===== src/sv/bcle_pkg.sv =====
// Shared types, constants and helper functions for the book cipher letter encoder.
// No dependencies; every other file of the block uses this package.
package bcle_pkg;

    // Command codes on the input channel
    typedef enum logic [1:0] {
        CMD_APPEND = 2'd0,
        CMD_ENCODE = 2'd1,
        CMD_CLEAR  = 2'd2
    } cmd_t;

    // Output characters
    localparam logic [7:0] CH_OPEN  = 8'h5B;  // '['
    localparam logic [7:0] CH_DASH  = 8'h2D;  // '-'
    localparam logic [7:0] CH_CLOSE = 8'h5D;  // ']'
    localparam logic [7:0] CH_ZERO  = 8'h30;  // '0'

    // Letter ranges
    localparam logic [7:0] CH_LOWER_A = 8'h61;
    localparam logic [7:0] CH_LOWER_Z = 8'h7A;
    localparam logic [7:0] CH_UPPER_A = 8'h41;
    localparam logic [7:0] CH_UPPER_Z = 8'h5A;

    localparam int NUM_LETTERS = 26;
    localparam int LETTER_W    = 5;

    // Positions stay below this limit, so four decimal digits always suffice
    localparam int POS_LIMIT   = 10000;
    localparam int NUM_DIGITS  = 4;
    localparam int DIG_IDX_W   = 2;
    localparam int DCOUNT_W    = 3;

    localparam int QUEUE_DEPTH = 2;
    localparam int QPTR_W      = 1;
    localparam int QCNT_W      = 2;

    typedef logic [3:0]                  bcd_digit_t;
    typedef bcd_digit_t [NUM_DIGITS-1:0] bcd_num_t;
    typedef logic [DCOUNT_W-1:0]         dcount_t;

    // Position used for a letter that is absent from the key: 404 (sign added by the back end)
    localparam bcd_num_t NOT_FOUND_BCD  = {4'd0, 4'd4, 4'd0, 4'd4};
    localparam dcount_t  NOT_FOUND_NDIG = 3'd3;

    // One encode job handed from the front end to the back end
    typedef struct packed {
        logic       is_letter;
        logic       upper;
        logic       found;
        dcount_t    ndig;
        bcd_num_t   digits;
        logic [7:0] char_val;
    } job_t;

    // Increment a decimal counter by one
    function automatic bcd_num_t bcd_inc(input bcd_num_t v);
        bcd_num_t r;
        logic     carry;
        r     = v;
        carry = 1'b1;
        for (int i = 0; i < NUM_DIGITS; i++) begin
            if (carry) begin
                if (v[i] == 4'd9) begin
                    r[i] = 4'd0;
                end else begin
                    r[i]  = v[i] + 4'd1;
                    carry = 1'b0;
                end
            end
        end
        return r;
    endfunction

    // Number of significant decimal digits, at least one
    function automatic dcount_t sig_digits(input bcd_num_t v);
        dcount_t n;
        if (v[3] != 4'd0) begin
            n = 3'd4;
        end else if (v[2] != 4'd0) begin
            n = 3'd3;
        end else if (v[1] != 4'd0) begin
            n = 3'd2;
        end else begin
            n = 3'd1;
        end
        return n;
    endfunction

endpackage


===== src/sv/book_cipher_letter_encoder_top.sv =====
// Top level of the book cipher letter encoder: front end, job queue, back end.
// Depends on bcle_pkg, bcle_front, bcle_queue and bcle_back.
//
//   channel | direction | handshake          | payload
//   --------+-----------+--------------------+---------------------------
//   s_      | in        | s_valid / s_ready  | s_command[1:0], s_in_char[7:0]
//   m_      | out       | m_valid / m_ready  | m_out_char[7:0], m_last
//
// Cycles: the front end takes one transfer per cycle while the two-entry job
// queue has room; append and clear finish in the cycle of their transfer.
// The back end sends one byte per cycle while m_ready allows: one byte for a non-letter,
// 3 to 7 bytes for a letter ('[', optional '-', '-' when absent, 1 to 4 digits, ']').
// Reset: aresetn (synchronous, active low) empties the key, queue and output.
// Stalls: m_ready low holds the output register; the queue lets the front end
// keep taking transfers until it fills, then s_ready drops.
module book_cipher_letter_encoder_top #(
    parameter int KEY_CAPACITY = 256
) (
    input  logic       aclk,
    input  logic       aresetn,
    input  logic       s_valid,
    output logic       s_ready,
    input  logic [1:0] s_command,
    input  logic [7:0] s_in_char,
    output logic       m_valid,
    input  logic       m_ready,
    output logic [7:0] m_out_char,
    output logic       m_last
);

    logic           push;
    logic           q_full;
    logic           q_valid;
    logic           pop;
    bcle_pkg::job_t push_job;
    bcle_pkg::job_t q_job;

    // Accept transfers, update the key table, build encode jobs
    bcle_front #(
        .KEY_CAPACITY (KEY_CAPACITY)
    ) u_front (
        .aclk      (aclk),
        .aresetn   (aresetn),
        .s_valid   (s_valid),
        .s_ready   (s_ready),
        .s_command (s_command),
        .s_in_char (s_in_char),
        .q_full    (q_full),
        .push      (push),
        .push_job  (push_job)
    );

    // Decouple the front end from output stalls
    bcle_queue u_queue (
        .aclk     (aclk),
        .aresetn  (aresetn),
        .push     (push),
        .push_job (push_job),
        .full     (q_full),
        .pop      (pop),
        .q_valid  (q_valid),
        .q_job    (q_job)
    );

    // Expand jobs into bytes and drive the result channel
    bcle_back u_back (
        .aclk       (aclk),
        .aresetn    (aresetn),
        .q_valid    (q_valid),
        .q_job      (q_job),
        .pop        (pop),
        .m_valid    (m_valid),
        .m_ready    (m_ready),
        .m_out_char (m_out_char),
        .m_last     (m_last)
    );

endmodule


===== src/sv/bcle_front.sv =====
// Front end: accepts input transfers, keeps the key table and builds encode jobs.
// Depends on bcle_pkg.
module bcle_front #(
    parameter int KEY_CAPACITY = 256
) (
    input  logic                 aclk,
    input  logic                 aresetn,
    input  logic                 s_valid,
    output logic                 s_ready,
    input  logic [1:0]           s_command,
    input  logic [7:0]           s_in_char,
    input  logic                 q_full,
    output logic                 push,
    output bcle_pkg::job_t       push_job
);

    localparam int EFF_CAP = (KEY_CAPACITY > bcle_pkg::POS_LIMIT) ?
                             bcle_pkg::POS_LIMIT : KEY_CAPACITY;
    localparam int CNT_W   = $clog2(EFF_CAP + 1);
    localparam logic [CNT_W-1:0] CAP_VAL = CNT_W'(EFF_CAP);

    logic [CNT_W-1:0]                    count_reg, count_next;
    bcle_pkg::bcd_num_t                  bcd_reg, bcd_next;
    logic [bcle_pkg::NUM_LETTERS-1:0]    seen_reg, seen_next;
    bcle_pkg::bcd_num_t                  pos_mem [bcle_pkg::NUM_LETTERS];

    logic                                accept;
    logic                                is_lower, is_upper;
    logic [7:0]                          letter_off;
    logic [bcle_pkg::LETTER_W-1:0]       letter_idx;
    logic                                full;
    logic                                pos_we;
    bcle_pkg::bcd_num_t                  pos_rd;

    assign s_ready = !q_full;
    assign accept  = s_valid && s_ready;

    assign is_lower   = (s_in_char >= bcle_pkg::CH_LOWER_A) && (s_in_char <= bcle_pkg::CH_LOWER_Z);
    assign is_upper   = (s_in_char >= bcle_pkg::CH_UPPER_A) && (s_in_char <= bcle_pkg::CH_UPPER_Z);
    assign letter_off = is_lower ? (s_in_char - bcle_pkg::CH_LOWER_A)
                                 : (s_in_char - bcle_pkg::CH_UPPER_A);
    assign letter_idx = letter_off[bcle_pkg::LETTER_W-1:0];
    assign full       = (count_reg == CAP_VAL);
    assign pos_rd     = pos_mem[letter_idx];

    always_comb begin
        count_next = count_reg;
        bcd_next   = bcd_reg;
        seen_next  = seen_reg;
        pos_we     = 1'b0;
        push       = 1'b0;
        if (accept) begin
            unique case (s_command)
                bcle_pkg::CMD_APPEND: begin
                    // drop key characters beyond capacity
                    if (!full) begin
                        count_next = count_reg + CNT_W'(1);
                        bcd_next   = bcle_pkg::bcd_inc(bcd_reg);
                        if (is_lower && !seen_reg[letter_idx]) begin
                            seen_next[letter_idx] = 1'b1;
                            pos_we                = 1'b1;
                        end
                    end
                end
                bcle_pkg::CMD_CLEAR: begin
                    count_next = '0;
                    bcd_next   = '0;
                    seen_next  = '0;
                end
                bcle_pkg::CMD_ENCODE: begin
                    push = 1'b1;
                end
                default: begin
                end
            endcase
        end
    end

    // Classify the message byte and look up its key position
    always_comb begin
        push_job           = '0;
        push_job.char_val  = s_in_char;
        push_job.is_letter = is_lower || is_upper;
        push_job.upper     = is_upper;
        push_job.found     = seen_reg[letter_idx];
        if (seen_reg[letter_idx]) begin
            push_job.digits = pos_rd;
            push_job.ndig   = bcle_pkg::sig_digits(pos_rd);
        end else begin
            push_job.digits = bcle_pkg::NOT_FOUND_BCD;
            push_job.ndig   = bcle_pkg::NOT_FOUND_NDIG;
        end
    end

    always_ff @(posedge aclk) begin
        if (!aresetn) begin
            count_reg <= '0;
            bcd_reg   <= '0;
            seen_reg  <= '0;
        end else begin
            count_reg <= count_next;
            bcd_reg   <= bcd_next;
            seen_reg  <= seen_next;
        end
    end

    always_ff @(posedge aclk) begin
        if (pos_we) begin
            pos_mem[letter_idx] <= bcd_reg;
        end
    end

`ifndef NO_ASSERTIONS
    a_count_bound: assert property (@(posedge aclk) disable iff (!aresetn)
        count_reg <= CAP_VAL)
        else $error("key count above capacity");

    a_clear_empties: assert property (@(posedge aclk) disable iff (!aresetn)
        accept && (s_command == bcle_pkg::CMD_CLEAR) |=> (seen_reg == '0) && (count_reg == '0))
        else $error("clear left key state behind");
`endif

endmodule


===== src/sv/bcle_queue.sv =====
// Short job queue between the front and back ends.
// Depends on bcle_pkg.
module bcle_queue (
    input  logic           aclk,
    input  logic           aresetn,
    input  logic           push,
    input  bcle_pkg::job_t push_job,
    output logic           full,
    input  logic           pop,
    output logic           q_valid,
    output bcle_pkg::job_t q_job
);

    bcle_pkg::job_t                 slot_mem [bcle_pkg::QUEUE_DEPTH];
    logic [bcle_pkg::QPTR_W-1:0]    wr_ptr_reg, wr_ptr_next;
    logic [bcle_pkg::QPTR_W-1:0]    rd_ptr_reg, rd_ptr_next;
    logic [bcle_pkg::QCNT_W-1:0]    cnt_reg, cnt_next;

    assign full    = (cnt_reg == bcle_pkg::QCNT_W'(bcle_pkg::QUEUE_DEPTH));
    assign q_valid = (cnt_reg != '0);
    assign q_job   = slot_mem[rd_ptr_reg];

    always_comb begin
        wr_ptr_next = push ? wr_ptr_reg + bcle_pkg::QPTR_W'(1) : wr_ptr_reg;
        rd_ptr_next = pop  ? rd_ptr_reg + bcle_pkg::QPTR_W'(1) : rd_ptr_reg;
        cnt_next    = cnt_reg;
        if (push && !pop) begin
            cnt_next = cnt_reg + bcle_pkg::QCNT_W'(1);
        end else if (pop && !push) begin
            cnt_next = cnt_reg - bcle_pkg::QCNT_W'(1);
        end
    end

    always_ff @(posedge aclk) begin
        if (!aresetn) begin
            wr_ptr_reg <= '0;
            rd_ptr_reg <= '0;
            cnt_reg    <= '0;
        end else begin
            wr_ptr_reg <= wr_ptr_next;
            rd_ptr_reg <= rd_ptr_next;
            cnt_reg    <= cnt_next;
        end
    end

    always_ff @(posedge aclk) begin
        if (push) begin
            slot_mem[wr_ptr_reg] <= push_job;
        end
    end

`ifndef NO_ASSERTIONS
    a_no_overflow: assert property (@(posedge aclk) disable iff (!aresetn)
        !(push && full) && !(pop && !q_valid))
        else $error("queue overflow or underflow");
`endif

endmodule


===== src/sv/bcle_back.sv =====
// Back end: expands each job into output bytes, one per cycle unless m_ready stalls it, behind an output register.
// Depends on bcle_pkg.
module bcle_back (
    input  logic           aclk,
    input  logic           aresetn,
    input  logic           q_valid,
    input  bcle_pkg::job_t q_job,
    output logic           pop,
    output logic           m_valid,
    input  logic           m_ready,
    output logic [7:0]     m_out_char,
    output logic           m_last
);

    typedef enum logic [5:0] {
        PH_PASS  = 6'b000001,
        PH_OPEN  = 6'b000010,
        PH_UDASH = 6'b000100,
        PH_NDASH = 6'b001000,
        PH_DIGIT = 6'b010000,
        PH_CLOSE = 6'b100000
    } phase_t;

    logic               busy_reg, busy_next;
    bcle_pkg::job_t     job_reg, job_next;
    phase_t             phase_reg, phase_next;
    bcle_pkg::dcount_t  dig_reg, dig_next;
    logic               m_valid_reg, m_valid_next;
    logic [7:0]         m_char_reg, m_char_next;
    logic               m_last_reg, m_last_next;

    bcle_pkg::job_t                 cur_job;
    phase_t                         cur_phase, phase_after;
    bcle_pkg::dcount_t              cur_dig, dig_after, dig_less;
    logic [bcle_pkg::DIG_IDX_W-1:0] dig_sel;
    logic                           slot_free, emit, is_last;
    logic [7:0]                     out_byte;

    assign m_valid    = m_valid_reg;
    assign m_out_char = m_char_reg;
    assign m_last     = m_last_reg;

    // Work from the held job, or straight from the queue head when idle
    assign cur_job   = busy_reg ? job_reg : q_job;
    assign cur_phase = busy_reg ? phase_reg : (q_job.is_letter ? PH_OPEN : PH_PASS);
    assign cur_dig   = busy_reg ? dig_reg : q_job.ndig;
    assign dig_less  = cur_dig - bcle_pkg::DCOUNT_W'(1);
    assign dig_sel   = dig_less[bcle_pkg::DIG_IDX_W-1:0];

    assign slot_free = !m_valid_reg || m_ready;
    assign emit      = (busy_reg || q_valid) && slot_free;
    assign pop       = emit && !busy_reg;

    always_comb begin
        out_byte    = bcle_pkg::CH_CLOSE;
        is_last     = 1'b0;
        phase_after = cur_phase;
        dig_after   = cur_dig;
        unique case (cur_phase)
            PH_PASS: begin
                out_byte = cur_job.char_val;
                is_last  = 1'b1;
            end
            PH_OPEN: begin
                out_byte = bcle_pkg::CH_OPEN;
                if (cur_job.upper) begin
                    phase_after = PH_UDASH;
                end else if (!cur_job.found) begin
                    phase_after = PH_NDASH;
                end else begin
                    phase_after = PH_DIGIT;
                end
            end
            PH_UDASH: begin
                out_byte    = bcle_pkg::CH_DASH;
                phase_after = cur_job.found ? PH_DIGIT : PH_NDASH;
            end
            PH_NDASH: begin
                out_byte    = bcle_pkg::CH_DASH;
                phase_after = PH_DIGIT;
            end
            PH_DIGIT: begin
                out_byte    = bcle_pkg::CH_ZERO + 8'(cur_job.digits[dig_sel]);
                dig_after   = dig_less;
                phase_after = (cur_dig == bcle_pkg::DCOUNT_W'(1)) ? PH_CLOSE : PH_DIGIT;
            end
            PH_CLOSE: begin
                out_byte = bcle_pkg::CH_CLOSE;
                is_last  = 1'b1;
            end
            default: begin
                is_last = 1'b1;
            end
        endcase
    end

    always_comb begin
        busy_next    = busy_reg;
        job_next     = job_reg;
        phase_next   = phase_reg;
        dig_next     = dig_reg;
        m_valid_next = m_valid_reg;
        m_char_next  = m_char_reg;
        m_last_next  = m_last_reg;
        if (emit) begin
            busy_next    = !is_last;
            job_next     = cur_job;
            phase_next   = phase_after;
            dig_next     = dig_after;
            m_valid_next = 1'b1;
            m_char_next  = out_byte;
            m_last_next  = is_last;
        end else if (m_ready) begin
            m_valid_next = 1'b0;
        end
    end

    always_ff @(posedge aclk) begin
        if (!aresetn) begin
            busy_reg    <= 1'b0;
            phase_reg   <= PH_PASS;
            dig_reg     <= '0;
            m_valid_reg <= 1'b0;
        end else begin
            busy_reg    <= busy_next;
            phase_reg   <= phase_next;
            dig_reg     <= dig_next;
            m_valid_reg <= m_valid_next;
        end
    end

    always_ff @(posedge aclk) begin
        job_reg    <= job_next;
        m_char_reg <= m_char_next;
        m_last_reg <= m_last_next;
    end

`ifndef NO_ASSERTIONS
    a_digit_left: assert property (@(posedge aclk) disable iff (!aresetn)
        busy_reg && (phase_reg == PH_DIGIT) |-> (dig_reg != '0))
        else $error("digit phase with no digit left");

    a_no_park_pass: assert property (@(posedge aclk) disable iff (!aresetn)
        busy_reg |-> (phase_reg != PH_PASS) && (phase_reg != PH_OPEN))
        else $error("held job in a single-byte or opening phase");
`endif

endmodule


===== config.mk =====
export PLATFORM = sky130hd
export DESIGN_NAME = book_cipher_letter_encoder_top
export DESIGN_NICKNAME = d
export VERILOG_FILES = /design/src/sv/bcle_pkg.sv /design/src/sv/book_cipher_letter_encoder_top.sv /design/src/sv/bcle_front.sv /design/src/sv/bcle_queue.sv /design/src/sv/bcle_back.sv
export SDC_FILE = /design/constraint.sdc
export NUM_CORES = 1
export LEC_CHECK = 0
export ABC_AREA = 1
export BUFFER_PORTS_ARGS = -buffer_cell sky130_fd_sc_hd__clkbuf_2
export CORE_MARGIN = 2
export CORE_UTILIZATION = 40
export CTS_CLUSTER_SIZE = 14
export DETAILED_ROUTE_END_ITERATION = 6
export GPL_TIMING_DRIVEN = 0
export REMOVE_ABC_BUFFERS = 1
export SLEW_MARGIN = 20
export SYNTH_ARGS = -nofsm -noshare
export SYNTH_HDL_FRONTEND = slang
export SYNTH_SLANG_ARGS = --single-unit

===== constraint.sdc =====
create_clock -name aclk -period 5.12 [get_ports aclk]
set_clock_uncertainty 0.15 [all_clocks]
set_input_delay 0.512 -clock aclk [delete_from_list [all_inputs] [get_ports aclk]]
set_output_delay 0.512 -clock aclk [all_outputs]
set_load 0.03 [all_outputs]

==> results.tsv, run 1 <==
stage	metric	value	unit
outcome	status	finished clean	
clocking	h-tree-depth	2	
final_layout	largest_reg_flops	416	
global_route	grt_pass1_vias	16472	
hold_path	hp-class	input port to flop	
yosys	synthTopCellsByArea	edfxtp_1 (61%), nand2_1 (11%), dfxtp_1 (5.4%), inv_1 (3.5%), nor2_1 (3.0%)	
routing	drcViolationCount	0	
routing	drtIter0Drc	1472	
final_layout	largest_registers	u_front.pos_mem x416, u_queue.slot_mem x60	
routing	routed.top_layer	met4	
sta	final-setup-viol-count	0	
clocking	cts_tree	built	
yosys	synth_top_cell_by_area	edfxtp_1	
yosys	synth_top_area_frac	0.6140	
routing	route.met2.wl	31400	µm
clocking	clockRootBuffer	clkbuf_16	
routing	via_count	17356	
floorplan	die_y	254.0	µm
power	p_clk_frac	0.355	
yosys	synth_edf_count	511	
hold_path	hold_start	s_in_char[4]	
floorplan	initial_core_util	0.4050	
yosys	synth-warning-count	0	
floorplan	core	0.06171	mm²
clocking	clk_pin_slew	0.06	ns
sta	clock.fmax	203.6	MHz
critical_path	worstRegToRegCells	10	
routing	m1WireLength	27340	µm
power	p_leak	0.01113	µW
power	power-per-cell-area	391.4	mW/mm²
final_layout	insertedDiodeCount	0	
placed_design	pre_cts_ws	-1.635	ns
power	power	11140	µW
sta	rsz0062_at_grt	false	
yosys	synth-seq-cells	578	
power	p_int	8103	µW
global_route	grt.total_usage	0.1977	
global_route	antenna_found_initial	0	
critical_path	r2r_slack	1.00	ns
floorplan	num_rows	91	
critical_path	critPathMaxStageDelay	0.36	ns
routing	ant_nets	0	
critical_path	critPathTopFamily	buffers and inverters	
routing	routed_wirelength	65190	µm
critical_path	critPathCaptureType	flop	
yosys	synthTopCellsByCount	nand2_1 (729), edfxtp_1 (511), inv_1 (233), nor2_1 (202), nand3_1 (151)	
floorplan	io_pins	25	
routing	route.met3.wl	4651	µm
final_layout	top_register	u_front.pos_mem	
clocking	clock_latency	0.63	ns
yosys	ys_dominant_reg_cell	edfxtp_1	
critical_path	crit_chain	clkbuf_8, buf_16, inv_16, buf_16, ha_4, clkinv_2, nand2_4, nand2_8, inv_8, nand3_1, nand3b_1, nand2_2, nor2_8, nand3_4, buf_12, nor3_2, buf_4, buf_4	
hold_path	hold_depth	1	
critical_path	crit_type	input port to flop	
placed_design	io_buffers	24	
clocking	cts.sinks	578	
yosys	yosysSeqAreaShare	0.6677	
final_layout	drive_gt1_frac	0.09837	
global_route	grt_pass1_wl	96820	µm
yosys	synth_most_common_cell	nand2_1	
critical_path	reg2reg_to	u_back.m_out_char[2]	
floorplan	die_x	254.0	µm
critical_path	critPathRequiredTime	5.28	ns
global_route	grt_max_degree	116	
routing	first_pass_iters	5	
critical_path	cp.buffers_inverters	9	
sta	slew_headroom	0.2503	
final_layout	syn_to_final_growth	13.90	%
critical_path	setup.worst_path.start_class	input port	
yosys	synth_cell_types	46	
yosys	syn_area_per_cell	10.24	µm²
sta	period_minus_slack	4.911	ns
sta	finalWorstSetupSlack	0.2095	ns
routing	wl_per_cell	19.41	µm
critical_path	crit_slowest_cell	inv_8	
clocking	cts_buffers	58	
placed_design	dp.cells	3245	
placed_design	place_congestion	0.8596	
critical_path	arrival	5.07	ns
sta	worst_pin_slew	1.123	ns
hold_path	min_to	u_queue.slot_mem[1][4]	
yosys	synthCells	2440	
sta	hold_violations	0	
global_route	overflow	0	
power	seqPwrFrac	0.501	
final_layout	final_cells	3358	
power	peakVddDrop	0.2881	mV
clocking	cts.path.max_buffers	3	
power	combPwrFrac	0.145	
final_layout	fin_nets	2514	
placed_design	dp_hpwl	38480	µm
sta	post-route-period-util	0.9591	
job	drv_cap	0	
sta	drv_slew	0	
yosys	mappedNetlistArea	0.02499	mm²
power	p_switching	3037	µW
floorplan	dieArea	0.06449	mm²
critical_path	worstPathMaxFanout	101	
power	switching_share	0.2726	
yosys	async_reset_ff_frac	0	
routing	via_per_inst	5.169	
timing repair:
action	CTS	global route
hold endpoints to repair	10	0
hold buffers	5	0
gates cloned	1	2
pin swaps	3	1
endpoints found under the setup margin	418	227
setup buffers	5	0
gates resized for setup	13	6
cells in the final DEF, fill, tap and decap left out, types with 23 or more instances in the layout:
master,n
o21ai_0,117
buf_4,41
nor2_1,200
clkbuf_16,59
clkbuf_2,23
edfxtp_1,511
nand3_1,151
inv_1,232
a21oi_1,130
nand2_1,729
dfxtp_1,50
worst reg2reg max path, cell delays in order (launching register included):
cell and delay (ns):
dfxtp_2 0.51, inv_1 0.83, or2_2 0.25, o211ai_1 0.08
o21ai_1 0.50, clkinv_1 0.52, ha_1 0.50, inv_1 0.19
nand3_1 0.11, nand3_1 0.10, o211ai_1 0.12
how the worst max path moves through the flow:
stage                 start                       to  slack [ns]  cells past startpoint
2_1_floorplan  s_in_char[0]   u_front.pos_mem[20][0]       -2.56                     12
3_3_place_gp   s_in_char[0]   u_front.pos_mem[9][14]      -15.86                     13
3_5_place_dp   s_in_char[0]  u_front.pos_mem[14][14]       -1.63                     17
4_1_cts        s_in_char[0]   u_front.pos_mem[17][8]        0.07                     18
5_1_grt        s_in_char[0]   u_front.pos_mem[17][8]        0.02                     18
6_report       s_in_char[0]  u_front.pos_mem[17][15]        0.21                     18
layer usage:
layer	up-vias	track usage
li1	8260	-
met1	8393	0.2621
met2	592	0.3325
met3	111	0.03278
met4	0	0.06118
met5	-	0
layout make-up:
class | count | area [µm²]
Fill cell | 5710 | 33250
Inverter | 244 | 948.4
Tap cell | 837 | 1047
Clock buffer | 77 | 1553
Timing Repair Buffer | 96 | 970.9
Clock inverter | 23 | 172.7
Sequential cell | 578 | 16710
Multi-Input combinational cell | 1503 | 7066
power groups by stage:
stage	logic, µW	clock network, µW	registers, µW
6_report	1610	3950	5580
3_3_place_gp	1480	0	5700
4_1_cts	1600	4020	5580
5_1_grt	1780	4190	5600
2_1_floorplan	918	0	5710
3_5_place_dp	1570	0	5680
logic make-up after synthesis:
logic type	synth area share
muxes	0.001202
DFF	0.6677
buffers and inverters	0.06063
xor gates and xnor gates	0.003154
AOI/OAI and AO/OA	0.06889
adders and majority gates	0.009513
and+or+nand+nor	0.1889
metrics by stage:
stage | instance area (µm²) | utilization | setup TNS, ns | hold slack (ns)
finish | 28460 | 0.4613 | 0 | 0.04510
global route | 28460 | 0.4613 | 0 | 0.02247
CTS | 28400 | 0.4602 | 0 | 0.006800
detailed placement | 26470 | 0.4289 | -546.27 | 0.2904
global placement | 25560 | 0.4142 | -7483.68 | 0.2844
floorplan | 24390 | - | -1142.41 | 0.2768
Power figures use the tool's default switching activity.
==> run 2, diff against run 1 <==
--- a/config.mk
+++ b/config.mk
@@ -11,7 +11,6 @@
 export CORE_UTILIZATION = 40
 export CTS_CLUSTER_SIZE = 14
 export DETAILED_ROUTE_END_ITERATION = 6
-export GPL_TIMING_DRIVEN = 0
 export REMOVE_ABC_BUFFERS = 1
 export SLEW_MARGIN = 20
 export SYNTH_ARGS = -nofsm -noshare
==> results.tsv, run 2 (synthesis results as in run 1) <==
stage	metric	value	unit
final_layout	fin_area	0.02807	mm²
clocking	cts_buffers	58	
sta	clock.fmax	273.4	MHz
clocking	cts_tree	built	
floorplan	dieArea	0.06449	mm²
hold_path	hold_depth	1	
routing	routed_wirelength	64220	µm
sta	setup_tns	0	ns
power	power-per-cell-area	402.6	mW/mm²
critical_path	crit_slowest_cell	nor3_2	
routing	wl_per_cell	19.16	µm
routing	via_count	17360	
final_layout	largest_registers	u_front.pos_mem x416, u_queue.slot_mem x60	
final_layout	final_cell_mix	nand2_1 (729), edfxtp_1 (511), inv_1 (233), nor2_1 (200), nand3_1 (151)	
clocking	cts.path.max_buffers	3	
clocking	cts.sinks	578	
critical_path	worstRegToRegCells	9	
floorplan	io_pins	25	
clocking	cts_resized	0	
floorplan	die_y	254.0	µm
sta	hold_slack	0.03752	ns
power	p_clk_frac	0.370	
power	combPwrFrac	0.143	
global_route	antenna_found_initial	0	
critical_path	critPathRequiredTime	5.30	ns
floorplan	initial_core_util	0.4050	
sta	drv_slew	0	
routing	first_pass_iters	6	
power	seqPwrFrac	0.487	
clocking	clock_latency	0.62	ns
critical_path	r2r_start	u_front.count_reg[0]	
placed_design	dp.cells	3245	
hold_path	min_to	u_queue.slot_mem[1][7]	
critical_path	r2r_slack	1.98	ns
power	peakVddDrop	0.4208	mV
placed_design	io_buffers	24	
power	p_switching	3053	µW
sta	final-setup-viol-count	0	
routing	drcViolationCount	0	
placed_design	place_congestion	0.9162	
final_layout	largest_reg_flops	416	
final_layout	drive_gt1_frac	0.09423	
critical_path	worstPathMaxFanout	33	
sta	worst_pin_slew	1.021	ns
placed_design	dp_hpwl	38360	µm
floorplan	num_rows	91	
power	p_int	8247	µW
global_route	grt.total_usage	0.2007	
final_layout	insertedDiodeCount	0	
clocking	h-tree-depth	2	
global_route	grt_pass1_wl	98720	µm
routing	drtIter0Drc	1498	
critical_path	critPathMaxStageDelay	0.65	ns
floorplan	core	0.06171	mm²
final_layout	mostFrequentLayoutCell	nand2_1	
final_layout	final_cells	3352	
sta	rsz0062_at_grt	false	
final_layout	top_register	u_front.pos_mem	
floorplan	die_x	254.0	µm
routing	via_per_inst	5.179	
hold_path	hp-class	input port to flop	
global_route	grt_max_degree	85	
global_route	grt_pass1_vias	16669	
final_layout	fin_nets	2503	
clocking	clk_pin_slew	0.06	ns
critical_path	setup.worst_path.start_class	input port	
clocking	clockRootBuffer	clkbuf_16	
critical_path	crit_chain	buf_6, inv_6, ha_4, nand2_1, nand2_2, buf_4, nand3_1, nand2_2, nor2_8, nand3_4, nor3_2, buf_4	
critical_path	critPathCaptureType	flop	
global_route	overflow	0	
hold_path	hold_start	s_in_char[7]	
critical_path	crit_type	input port to flop	
critical_path	arrival	3.83	ns
power	p_leak	0.01092	µW
sta	slew_headroom	0.3177	
final_layout	syn_to_final_growth	12.33	%
sta	hold_violations	0	
sta	post-route-period-util	0.7143	
sta	period_minus_slack	3.657	ns
routing	ant_nets	0	
power	switching_share	0.2702	
placed_design	place_area	0.02620	mm²
job	drv_cap	0	
outcome	status	finished clean	
critical_path	reg2reg_to	u_front.pos_mem[2][15]	
==> run 2: cell types whose count changed in the layout (fill, tap and decap cells not counted), moves of 5 or more <==
cell      change
clkbuf_1      -5
nor3_4        -9
buf_6        -10
clkinv_2      +5
buf_16        -8
nor3_2        +9
dfxtp_1      +11
buf_12        -5
dfxtp_2      -11
buf_4        +20
==> run 2: routing by layer <==
layer,track usage,part of all wire
met5,0,0
met4,0.06017,0.027
met3,0.03073,0.063
met2,0.3324,0.47
met1,0.2730,0.44
==> run 2: critical path, delay by kind of cell <==
family	cells	cell delay (ns)
fa+ha+maj	1	0.22
buf+inv	4	1.00
simple gates	7	2.04
==> run 2: final cells by class <==
class,instances,area (µm²)
Timing Repair Buffer,87,604.3
Clock buffer,71,1520
Clock inverter,34,331.6
Sequential cell,578,16690
Fill cell,5823,33640
Tap cell,837,1047
Multi-Input combinational cell,1501,6952
Inverter,244,922.1
==> run 2: worst max-delay path by stage <==
stage                       startpoint                endpoint  slack (ns)
after floorplan           s_in_char[0]  u_front.pos_mem[20][0]       -2.56
after global routing      s_in_char[0]   u_front.pos_mem[2][8]        1.30
final                     s_in_char[0]  u_front.pos_mem[2][15]        1.46
after CTS                 s_in_char[0]   u_front.pos_mem[2][8]        1.54
after detailed placement  s_in_char[0]  u_front.pos_mem[2][14]        0.90
after global placement    s_in_char[0]  u_front.pos_mem[2][14]        1.05
==> run 2: timing repair <==
action,CTS,global route
hold buffers,2,0
buffers inserted,0,0
hold endpoints to repair,4,0
endpoints found under the setup margin,0,0
==> run 2: through the flow <==
step / util / power, µW / setup slack [ns]
after detailed placement: 0.4245 / 7203 / 0.9045
after CTS: 0.4548 / 11370 / 1.540
after global routing: 0.4549 / 11740 / 1.295
final: 0.4549 / 11300 / 1.463
after global placement: 0.4245 / 7178 / 1.049
after floorplan: - / 6624 / -2.563
==> run 2: power groups by stage <==
stage	sequential, µW	combinational, µW	clock, µW
CTS	5510	1610	4260
global route	5530	1790	4420
finish	5500	1610	4180
global placement	5600	1580	0
floorplan	5710	918	0
detailed placement	5610	1600	0
==> run 3, diff against run 2 <==
--- a/config.mk
+++ b/config.mk
@@ -5,7 +5,7 @@
 export SDC_FILE = /design/constraint.sdc
 export NUM_CORES = 1
 export LEC_CHECK = 0
-export ABC_AREA = 1
+export ABC_AREA = 0
 export BUFFER_PORTS_ARGS = -buffer_cell sky130_fd_sc_hd__clkbuf_2
 export CORE_MARGIN = 2
 export CORE_UTILIZATION = 40
==> constraint.sdc (replaced) <==
create_clock -name aclk -period 3.2 [get_ports aclk]
set_clock_uncertainty 0.15 [all_clocks]
set_input_delay 0.32 -clock aclk [delete_from_list [all_inputs] [get_ports aclk]]
set_output_delay 0.32 -clock aclk [all_outputs]
set_load 0.03 [all_outputs]
==> results.tsv, run 3 <==
stage	metric	value	unit
outcome	status	finished clean	
clocking	clock_latency	0.63	ns
critical_path	r2r_start	u_front.seen_reg[22]	
routing	ant_nets	0	
routing	drcViolationCount	0	
yosys	synth-seq-cells	578	
clocking	clockRootBuffer	clkbuf_16	
yosys	synthCells	1409	
yosys	syn_area_per_cell	16.60	µm²
floorplan	die_y	245.8	µm
yosys	synthTopCellsByArea	edfxtp_1 (66%), mux4_2 (9.2%), dfxtp_1 (5.7%), mux2i_1 (2.3%), nor2_1 (1.9%)	
global_route	grt_max_degree	43	
yosys	yosysSeqAreaShare	0.7135	
critical_path	crit_type	input port to flop	
placed_design	place_congestion	0.9068	
sta	period_minus_slack	3.076	ns
hold_path	hold_start	s_in_char[2]	
yosys	synth_top_cell_by_area	edfxtp_1	
final_layout	multi_input_area	0.006317	mm²
sta	clock.fmax	325.1	MHz
critical_path	arrival	3.35	ns
routing	via_per_inst	5.538	
power	peakVddDrop	0.4516	mV
routing	first_pass_iters	5	
critical_path	critPathRequiredTime	3.48	ns
yosys	synth-warning-count	0	
job	drv_cap	0	
global_route	grt_pass1_vias	13355	
clocking	h-tree-depth	2	
yosys	async_reset_ff_frac	0	
sta	post-route-period-util	0.9613	
power	p_clk_frac	0.384	
yosys	synth_edf_count	511	
critical_path	setup.worst_path.start_class	input port	
critical_path	startpoint	s_in_char[3]	
floorplan	dieArea	0.06042	mm²
clocking	cts.path.max_buffers	3	
final_layout	n_fill_cell	4850	
power	switching_share	0.2435	
sta	slew_headroom	0.4966	
yosys	synth_most_common_cell	edfxtp_1	
placed_design	io_buffers	24	
power	seqPwrFrac	0.494	
routing	drtIter0Drc	1148	
global_route	grt_pass1_wl	87110	µm
sta	worst_pin_slew	0.7360	ns
yosys	ys_dominant_reg_cell	edfxtp_1	
routing	routed_wirelength	58440	µm
floorplan	io_pins	25	
routing	wl_per_cell	24.15	µm
sta	hold_violations	0	
power	p_switching	4305	µW
sta	final-setup-viol-count	0	
power	power-per-cell-area	633.4	mW/mm²
clocking	cts_tree	built	
floorplan	core	0.05781	mm²
routing	via_count	13403	
clocking	post-cts-setup-buffer-count	0	
power	p_int	13380	µW
floorplan	die_x	245.8	µm
final_layout	largest_reg_flops	416	
final_layout	final_cell_mix	edfxtp_1 (511), buf_4 (155), nor2_1 (111), nand2_1 (101), mux4_2 (96)	
hold_path	hp-class	input port to flop	
critical_path	critPathCaptureType	flop	
sta	rsz0062_at_grt	false	
final_layout	drive_gt1_frac	0.2665	
clocking	clk_pin_slew	0.06	ns
final_layout	mostFrequentLayoutCell	edfxtp_1	
clocking	cts.sinks	578	
sta	hold_slack	0.04261	ns
floorplan	initial_core_util	0.4046	
sta	drv_slew	0	
floorplan	num_rows	88	
global_route	grt.total_usage	0.1951	
final_layout	fin_nets	1640	
power	combPwrFrac	0.122	
final_layout	fin_area	0.02792	mm²
global_route	overflow	0	
placed_design	dp_hpwl	38360	µm
final_layout	largest_registers	u_front.pos_mem x416, u_queue.slot_mem x60	
yosys	synth_cell_types	78	
placed_design	place_area	0.02592	mm²
final_layout	regArea	0.01669	mm²
power	p_leak	0.009935	µW
yosys	synth_top_area_frac	0.6561	
clocking	cts_buffers	59	
final_layout	insertedDiodeCount	0	
yosys	mappedNetlistArea	0.02339	mm²
yosys	synthTopCellsByCount	edfxtp_1 (511), nor2_1 (118), nand2_1 (101), mux4_2 (96), dfxtp_1 (67)	
final_layout	top_register	u_front.pos_mem	
global_route	antenna_found_initial	0	
critical_path	worstPathMaxFanout	10	
final_layout	syn_to_final_growth	19.37	%
==> run 3: cell count changes after synthesis, moves of 12 or more <==
| cell | delta |
|---|---|
| a21oi_1 | -104 |
| a31oi_1 | +24 |
| buf_2 | -26 |
| inv_1 | -206 |
| mux2_2 | +12 |
| mux2i_1 | +50 |
| mux4_2 | +96 |
| nand2_1 | -628 |
| nand2_2 | -12 |
| nand3_1 | -137 |
| nor2_1 | -84 |
| nor3_1 | -22 |
| o21ai_0 | -71 |
==> run 3: what timing repair did <==
item / in CTS / in global routing
resized for setup: 0 / 4
hold buffers: 7 / 0
hold endpoints to repair: 15 / 0
endpoints found under the setup margin: 0 / 6
==> run 3: routing by layer <==
layer	share of wire	up-vias	wire (µm)	track usage
met5	0	-	0	0
met4	0.028	0	1646	0.05775
met3	0.056	87	3279	0.03787
met2	0.48	405	27990	0.3201
met1	0.44	6969	25520	0.2640
li1	-	5942	-	-
==> run 3: cell type report <==
type	instances	share of cell area
timing repair buffer	215	0.06951
multi-input combinational	726	0.2263
tap	765	0.03429
sequential	578	0.5978
clock inverter	33	0.01224
inverter	27	0.003630
clock buffer	76	0.05625
==> run 3: power by group through the flow <==
| stage | logic [µW] | registers, µW | clock network (µW) |
|---|---|---|---|
| after floorplan | 1090 | 9090 | 0 |
| after global routing | 2340 | 8760 | 7220 |
| after global placement | 2130 | 8880 | 0 |
| final | 2160 | 8740 | 6790 |
| after detailed placement | 2160 | 8900 | 0 |
| after CTS | 2170 | 8740 | 6930 |
==> run 3: path summary, 6_finish.rpt <==
kind                                   to  slack [ns]  cells after the start
hold reg to reg      u_front.seen_reg[25]        0.32                      2
setup / recovery  u_queue.slot_mem[1][25]        0.12                     10
hold / removal     u_queue.slot_mem[0][2]        0.04                      1
setup reg to reg  u_front.pos_mem[16][12]        0.21                      9
==> run 3: cells by family (layout without fill, tap and decap cells) <==
group | count (synthesis) | count (layout) | share of synthesized area
AND/OR/NAND/NOR | 324 | 324 | 0.06436
buffers and inverters | 105 | 351 | 0.02092
multiplexers | 163 | 163 | 0.1232
adder cells (fa/ha/maj) | 19 | 19 | 0.01016
flip-flops | 578 | 578 | 0.7135
XOR/XNOR | 28 | 28 | 0.01049
AO/OA/AOI/OAI | 192 | 192 | 0.05746
==> run 3: critical path, stage by stage <==
cell and delay (ns):
dlygate4sd3_1 0.53, clkbuf_2 0.21, nand2b_1 0.14, o22ai_1 0.14
nor2_1 0.51, nor3_1 0.15, buf_4 0.17, nor4_1 0.56
a41oi_1 0.33, a41oi_1 0.28
==> run 3: per-stage QoR <==
step	total power, µW	instances	setup slack, ns	utilization	TNS [ns]
after floorplan	10190	1331	-3.878	-	-1649.25
after global placement	11020	2304	-0.2963	0.4483	-52.05
after detailed placement	11050	2304	-0.3245	0.4483	-55.34
after CTS	17830	2420	0.06510	0.4826	0
after global routing	18320	2420	0.02257	0.4829	0
final	17680	2420	0.1240	0.4829	0
